--- src/hw/rtl/twg_pkg.sv ---
// Shared constants, codes and control types of the 104-bit twister generator.
package twg_pkg;

  localparam int unsigned WordW     = 52;
  localparam int unsigned HalfW     = 26;
  localparam int unsigned CfgW      = 64;
  localparam int unsigned CfgIdxW   = 3;
  localparam int unsigned OffW      = 5;
  localparam int unsigned LsbW      = 6;
  localparam int unsigned BshW      = 3;
  localparam int unsigned RshW      = 6;
  localparam int unsigned DefEntries = 32;

  // Seed chain multiplier; only its low 52 bits reach a 52-bit result.
  localparam logic [63:0] SeedMult = 64'd6364136223846793005;
  localparam logic [HalfW-1:0] MulLo = SeedMult[HalfW-1:0];
  localparam logic [HalfW-1:0] MulHi = SeedMult[2*HalfW-1:HalfW];

  // Request opcodes
  localparam logic OpGen  = 1'b0;
  localparam logic OpSeed = 1'b1;

  // Output selection
  localparam logic ModePair     = 1'b0;
  localparam logic ModeStraddle = 1'b1;

  // Configuration register indexes
  localparam logic [CfgIdxW-1:0] CfgPickOffset  = 3'd0;
  localparam logic [CfgIdxW-1:0] CfgLeftShift   = 3'd1;
  localparam logic [CfgIdxW-1:0] CfgByteShift   = 3'd2;
  localparam logic [CfgIdxW-1:0] CfgRshMasked   = 3'd3;
  localparam logic [CfgIdxW-1:0] CfgRshPlain    = 3'd4;
  localparam logic [CfgIdxW-1:0] CfgMaskLow     = 3'd5;
  localparam logic [CfgIdxW-1:0] CfgMaskHigh    = 3'd6;

  // Configuration reset values
  localparam logic [OffW-1:0] RstPickOffset = 5'd1;
  localparam logic [LsbW-1:0] RstLeftShift  = 6'd11;
  localparam logic [BshW-1:0] RstByteShift  = 3'd7;
  localparam logic [RshW-1:0] RstRshMasked  = 6'd7;
  localparam logic [RshW-1:0] RstRshPlain   = 6'd7;
  localparam logic [CfgW-1:0] RstMaskLow    = 64'd7;
  localparam logic [CfgW-1:0] RstMaskHigh   = 64'd7;

  typedef struct packed {
    logic seed_start;  // load seed, write entry 0 low word
    logic seed_m0;     // low x low partial product plus step count
    logic seed_m1;     // low x high cross term
    logic seed_m2;     // high x low cross term, word done
    logic gen_start;   // read current and offset entries
    logic gen_calc;    // recursion, write back, fetch next low word
    logic out_load;    // capture result pair
  } cmd_t;

  typedef struct packed {
    logic off_ok;      // pick offset is reduced below the table depth
    logic seed_last;   // the word in progress is the last lung word
    logic out_free;    // output register can take a result this cycle
  } status_t;

endpackage

--- src/hw/rtl/twg_ctrl.sv ---
// Sequencer for seed and generate requests.
module twg_ctrl (
  input  logic            clk_i,
  input  logic            rst_ni,
  input  logic            in_valid_i,
  input  logic            in_op_i,
  input  twg_pkg::status_t status_i,
  output logic            in_ready_o,
  output twg_pkg::cmd_t   cmd_o
);
  import twg_pkg::*;

  localparam logic [2:0] StIdle    = 3'd0;
  localparam logic [2:0] StGenCalc = 3'd1;
  localparam logic [2:0] StGenOut  = 3'd2;
  localparam logic [2:0] StSeedM0  = 3'd3;
  localparam logic [2:0] StSeedM1  = 3'd4;
  localparam logic [2:0] StSeedM2  = 3'd5;

  logic [2:0] state_q, state_d;

  always_comb begin
    state_d    = state_q;
    cmd_o      = '0;
    in_ready_o = 1'b0;
    case (state_q)
      StIdle: begin
        in_ready_o = status_i.off_ok;
        if (in_valid_i && status_i.off_ok) begin
          if (in_op_i == OpSeed) begin
            cmd_o.seed_start = 1'b1;
            state_d          = StSeedM0;
          end else begin
            cmd_o.gen_start = 1'b1;
            state_d         = StGenCalc;
          end
        end
      end
      StGenCalc: begin
        cmd_o.gen_calc = 1'b1;
        state_d        = StGenOut;
      end
      StGenOut: begin
        if (status_i.out_free) begin
          cmd_o.out_load = 1'b1;
          state_d        = StIdle;
        end
      end
      StSeedM0: begin
        cmd_o.seed_m0 = 1'b1;
        state_d       = StSeedM1;
      end
      StSeedM1: begin
        cmd_o.seed_m1 = 1'b1;
        state_d       = StSeedM2;
      end
      StSeedM2: begin
        cmd_o.seed_m2 = 1'b1;
        state_d       = status_i.seed_last ? StIdle : StSeedM0;
      end
      default: state_d = StIdle;
    endcase
  end

  always_ff @(posedge clk_i or negedge rst_ni) begin
    if (!rst_ni) begin
      state_q <= StIdle;
    end else begin
      state_q <= state_d;
    end
  end

endmodule

--- config.mk ---
export PLATFORM = sky130hd
export DESIGN_NAME = twg_ctrl
export DESIGN_NICKNAME = d
export VERILOG_FILES = /design/src/hw/rtl/twg_pkg.sv /design/src/hw/rtl/twg_ctrl.sv
export SDC_FILE = /design/constraint.sdc
export NUM_CORES = 1
export LEC_CHECK = 0
export BUFFER_PORTS_ARGS = -buffer_cell sky130_fd_sc_hd__buf_2
export CORE_AREA = 5 5 42 44
export CTS_BUF_LIST = sky130_fd_sc_hd__clkbuf_8
export CTS_CLUSTER_DIAMETER = 50
export DETAILED_ROUTE_END_ITERATION = 6
export DIE_AREA = 0 0 47 49
export GPL_ROUTABILITY_DRIVEN = 0
export PLACE_DENSITY_LB_ADDON = 0.2
export REMOVE_ABC_BUFFERS = 1
export SYNTH_ARGS = -nofsm -noshare
export SYNTH_HDL_FRONTEND = slang
export SYNTH_SLANG_ARGS = --single-unit
--- constraint.sdc ---
create_clock -name clk_i -period 2.1 [get_ports clk_i]
set_input_delay 0.21 -clock clk_i [delete_from_list [all_inputs] [get_ports clk_i]]
set_output_delay 0.21 -clock clk_i [all_outputs]
set_load 0.05 [all_outputs]
# After elaboration in Yosys (flattened, before gate mapping)
# Cells that the tools add are included.
[totals] inputBits=7 register_bits=3
[op_classes] n_eq_ne=7 n_reduce_logical=3 mux=18
[ops] cell="3-bit one-hot mux with 6 select lines" n=1
[ops] cell="1-bit 2-to-1 mux" n=13
[ops] cell="3-bit by 2-bit equality test with 1-bit output (second input constant)" n=2
[ops] cell="3-bit equality test (second input constant)" n=2
[ops] cell="3-bit 2-to-1 mux" n=2
[ops] cell="2-bit 2-to-1 mux" n=2
[ops] cell="2-bit inequality test (second input constant)" n=2
[ops] cell="3-bit by 1-bit equality test with 1-bit output (second input constant)" n=1
[ops] cell="3-bit zero test" n=1
[ops] cell="2-bit AND reduction" n=1
[ops] cell="1-bit logical AND" n=1

# Longest topological paths before layout
# Gate-level depths: netlist of run 1.
[depth] depth_word=3 ltp_mapped=3

# Least setup slack after synthesis of run 1
# No wires, ideal clock.
[synth_path] kind="reg2out" start="register state_q[1]" end="output port cmd_o[2] (netlist name)" t_required_ps=1890 setup_slack_ps=120 n_path_buf=1 t_arrival_ps=1770 stages_incl_launch_ff=4 path_cell_list="dfrtp_1 buf_2 nor4b_4 and3b_1"
[synth_rtl] element="start, declared" line_no="twg_ctrl.sv:20" source="logic [2:0] state_q, state_d;"
[synth_rtl] element="start signal, assigned" line_no="twg_ctrl.sv:67" source="state_q <= StIdle;"
[synth_rtl] element="start signal, assigned" line_no="twg_ctrl.sv:69" source="state_q <= state_d;"
[synth_rtl] element="end, declared" line_no="twg_ctrl.sv:9" source="output twg_pkg::cmd_t cmd_o"

==> results of run 1 <==
report_power, final:
part           internal [mW]  leakage (nW)  total (mW)  switching [mW]
clock network          0.124        0.0269       0.161          0.0368
logic                 0.0907         0.137       0.249           0.158
registers             0.0801        0.0389       0.140          0.0598
total                  0.295         0.203       0.550           0.255
layer usage:
layer,vias up,share of wire [%]
met5,-,0
li1,117,-
met2,10,49
met3,2,11
met1,101,37
met4,0,2.3
stage by stage:
stage	util, %	cell area (um^2)	hold slack (ns)
2_1_floorplan	-	225.2	-0.08559
3_3_place_gp	22.50	315.3	0.005669
3_5_place_dp	22.50	315.3	0.006405
4_1_cts	26.43	370.4	0.3002
5_1_grt	26.43	370.4	0.3241
6_report	26.43	370.4	0.2996
critical path: cells and delay by family, from the launching register on:
family	cells	cell delay [ns]
and+or+nand+nor	2	0.52
DFF	1	0.48
buffers and inverters	1	0.26
area by class of cell:
cell class	instances	area [um^2]	area share [%]
repair buffers	15	80.08	21.62
clock inverters	1	3.754	1.014
flip-flops and latches	3	75.07	20.27
multi-input cells	16	150.1	40.54
clock buffers	3	41.29	11.15
well taps	16	20.02	5.405
worst max-delay path by stage:
stage / start / to / cells past startpoint
finish: state_q[1]$_DFFE_PN0P_ / cmd_o[6] / 3
detailed placement: state_q[1]$_DFFE_PN0P_ / cmd_o[6] / 3
CTS: state_q[1]$_DFFE_PN0P_ / cmd_o[6] / 3
global route: state_q[1]$_DFFE_PN0P_ / cmd_o[2] / 3
floorplan: state_q[1]$_DFFE_PN0P_ / cmd_o[2] / 2
global placement: state_q[1]$_DFFE_PN0P_ / cmd_o[2] / 3
logic make-up after synthesis:
family                 count (synthesis)  synth area share, %
AND/OR/NAND/NOR                       11                48.94
flip-flops                             3                31.91
AO/OA/AOI/OAI                          5                14.89
buffers and inverters                  2                4.255
Yosys cell counts:
library cell	n	share of area (%)
o311a_1	1	4.3
and4b_1	1	4.3
nor4b_4	1	10
a21oi_1	1	2.1
or2_1	1	2.7
a21bo_2	1	4.3
dfrtp_1	3	32
and4bb_2	1	5.3
o21ai_0	2	4.3
nor3b_2	1	5.3
and3_1	1	2.7
and3b_2	2	8.5
nor3b_1	1	3.2
buf_2	2	4.3
and3b_1	1	3.7
nand3b_1	1	3.2
==> run metrics, run 1 <==
leading cell type in the layout, fill and taps excluded buf_2; WP data required around 1.9 ns; setup violators final 0; hold crit path type in2reg; Least-Margin Pin Slew 0.3293 ns; drt first-iter violations 1; setup bufs post-CTS 0; Layout fillers ~160; CP arrival between 1 and 1.5 ns; Reg2Reg Setup Slack 0.98 ns; Synth Register Bits 3; share of cells above drive strength 1 roughly three fifths; FP Rows 14; Hold Startpoint status_i[1]; Post-CTS Hold Buffers 1; most frequent cells in the layout buf_2, clkbuf_8, dfrtp_1, and3b_2, o21ai_0; Critical R2R Capture state_q[1]$_DFFE_PN0P_; met2 Resource Use GR under 10%; die width ~47 um; min Tclk post-route between 1.5 and 2 ns; PD cells 1484 nW/um^2; critical path class reg2out; dpl cells 49; Setup TNS Final 0 ns; hold endpoint state_q[0]$_DFFE_PN0P_; CP Max Fanout 10; worst vdd ir approximately 0.00042 V; CP max-delay cell dfrtp_1; H-Tree Depth 1; period utilization about 80%; max-slew violations 0; fmax between 0.5 and 0.6 GHz; gr usage total 5.720%; RSZ-0062 raised after global routing false; max cap viols 0; worst setup margin 0.4180 ns; Final Hold Vio Count 0; # resized after CTS 0; Warnings, synthesis 0; CTS tree built; Netlist cell types 16; largest stage delay on the critical path ~0.48 ns; # IOs 15; total grt overflow 0; outcome finished clean; non-filler cells, final 54; GR Util met1 5.322%; CTS root buf clkbuf_8; ant diodes 0; I/O Buffers 14; initial antenna violation count 0; Mapped Area 235.2 um^2; cells along the critical path nor4b_4, and3_1, buf_2; slew margin rel. between 70 and 80%; Fin Clk Skew just under 0.002 ns; Avg Synthesized Cell Area around 11 um^2; final total power between 0.5 and 0.6 mW; startpoint class of the critical path flip-flop; Post-Route WL between 600 and 700 um; CTS Buf Count 3; 1st-pass router iterations 4; clk sinks 3; Cells after Synth 21; biggest regs state_q x3; ANT nets after route 0; GRT Max-Usage Layer met2; R2R depth 2; die area ~2300 um^2; Critical Path End Type primary output; register area share after synthesis between 30% and 40%; Hold Crit Depth 3; P_leak 0.2032 nW; Die Y a little under 50 um; CORE AREA around 1400 um^2; Avg WL per Cell around 11 um; area grow syn2layout 57.45%; max reg flops 3; Nets 46; reg2reg start state_q[2]$_DFFE_PN0P_; number of global-route vias before repair ~220; initial core utilization between 10% and 20%; Via Count between 200 and 250; met3 Use GR 1.476%; Clk Latency, worst-skew pair approximately 0.21 ns; Reg with most FFs state_q; clock-pin transition on the worst setup and hold timing paths ~0.030 ns; largest net degree at the start of global routing 11; first-pass GRT wire length a little under 900 um; drt via density 4.259; Setup WS pre-CTS 0.6281 ns; CTS Buffer Depth 2; drt drc 0
(Power assumes the default switching activity.)
==> inputs of run 2 (changes only) <==
- clock period: 2.1 -> 1.4 ns (I/O delays scaled with it)
==> run metrics, run 2 (synthesis gave the netlist of run 1 again) <==
outcome finished, violations left; failing checks negative setup slack; H-Tree Depth 1 (unchanged); CTS Buffer Depth 2 (unchanged); max-slew violations 0 (unchanged); drt first-iter violations 0 (-1); Reg with most FFs state_q; Clk Latency, worst-skew pair 0.21 ns (about the same); gr usage total 5.505% (-0.22 points); initial antenna violation count 0 (unchanged); Placed Area 330.3 um^2 (+4.8%); CORE AREA 1401 um^2 (unchanged); Critical Path End Type primary output; share of cells above drive strength 1 65.85% (+5.3 points); hold slack 0.2213 ns (-0.07828 ns); critical path class reg2out; Die Y 49 um (unchanged); die width 47 um (unchanged); die area 2303 um^2 (unchanged); setup violators final 2 (+2); 1st-pass router iterations 1 (-3); Layout Utilization 30.00% (+3.6 points); Fin Clk Skew 0.001755 ns (-0.0002292 ns); Setup TNS Final -0.09007 ns (-0.09007 ns); worst setup margin -0.04510 ns (-0.4631 ns); min Tclk post-route about 1.4 ns; Post-Route WL 628 um (+4.5%); CP Max Fanout 3 (-7); clock-pin transition on the worst setup and hold timing paths 0.03 ns (about the same); CP arrival 1.31 ns (-0.16 ns); biggest regs state_q x3; initial core utilization 16.79% (unchanged); WP data required 1.26 ns (-0.63 ns); CTS tree built; startpoint class of the critical path flip-flop; ANT nets after route 0 (unchanged); Avg WL per Cell 11.02 um (-1.0%); drt via density 4.088 (-4.0%); slew margin rel. 82.84% (+4.8 points); max reg flops 3 (unchanged); fmax 0.6920 GHz; Via Count 233 (+1.3%); Post-DP HPWL around 490 um; leading cell type in the layout, fill and taps excluded buf_2; PD cells 2157 nW/um^2 (+45%); total grt overflow 0 (unchanged); CTS Buf Count 3 (unchanged); FP Rows 14 (unchanged); Nets 49 (+6.5%); P_leak 0.2195 nW (+8.0%); Final Hold Vio Count 0 (unchanged); post-route cell area 420.4 um^2 (+14%); number of global-route vias before repair 227 (+2.3%); hold crit path type in2reg; Least-Margin Pin Slew 0.2563 ns (-0.07305 ns); max cap viols 0 (unchanged); dpl cells 51 (+4.1%); CTS root buf clkbuf_8; RSZ-0062 raised after global routing true; # IOs 15 (unchanged); I/O Buffers 14 (unchanged); largest net degree at the start of global routing 10 (-1); area grow syn2layout 78.72%; most frequent cells in the layout buf_2, buf_4, clkbuf_8, buf_6; drt drc 0 (unchanged); period utilization 103.2%; ant diodes 0 (unchanged); first-pass GRT wire length 890 um (unchanged); clk sinks 3 (unchanged); non-filler cells, final 57 (+5.6%); worst vdd ir 0.0007311 V (+73%)
-- run 2: changes by cell type in the layout (fill, tap and decap cells not counted), sizes merged --
cell | previous run | this run
buf | 14 | 17
-- run 2: area by class of cell --
cell class	instances	area, um^2
Clock buffer	3	41.29
Clock inverter	1	3.754
Fill cell	164	980.9
Multi-Input combinational cell	16	150.1
Sequential cell	3	76.32
Tap cell	16	20.02
Timing Repair Buffer	18	128.9
-- run 2: routing by layer --
metal	global-route usage (%)	vias up	wire length [um]
li1	-	120	-
met1	5.973	105	246
met2	7.692	8	315
met3	1.845	0	66
met4	5.530	0	0
met5	0	-	0
-- run 2: power breakdown --
part	internal, mW	leakage, nW	switching, mW
registers	0.122	0.0374	0.0397
logic	0.203	0.155	0.301
clock network	0.186	0.0269	0.0540
total	0.512	0.220	0.394
-- run 2: timing repair --
action / in CTS / in global routing
pin swaps: 1 / 0
hold buffers: 1 / 0
setup buffers: 0 / 1
hold endpoints to repair: 3 / 0
gates resized for setup: 9 / 1
setup endpoints to repair: 7 / 5
cloned: 0 / 0
-- run 2: worst paths after layout --
check / start / end / slack [ns] / depth (start not counted)
min in group asynchronous: rst_ni / state_q[2]$_DFFE_PN0P_ / 0.25 / 2
max in group asynchronous: rst_ni / state_q[2]$_DFFE_PN0P_ / 1.03 / 2
worst min register to register: state_q[1]$_DFFE_PN0P_ / state_q[0]$_DFFE_PN0P_ / 0.64 / 2
worst max-delay path: state_q[0]$_DFFE_PN0P_ / cmd_o[6] / -0.05 / 3
worst min-delay path: status_i[2] / state_q[0]$_DFFE_PN0P_ / 0.22 / 3
worst max register to register: state_q[2]$_DFFE_PN0P_ / state_q[1]$_DFFE_PN0P_ / 0.26 / 3
-- run 2: through the flow --
stage | worst slack (ns) | total power, mW
2_1_floorplan | -0.4887 | 0.4953
3_3_place_gp | 0.1385 | 0.6236
3_5_place_dp | 0.06988 | 0.6308
4_1_cts | -0.06586 | 0.9093
5_1_grt | -0.1000 | 0.9600
6_report | -0.04510 | 0.9066
-- run 2: worst max-delay path, cell delays in order (launching register included) --
cell and delay [ns]:
dfrtp_1 0.39, nor4b_4 0.33, and3_1 0.21, buf_6 0.16
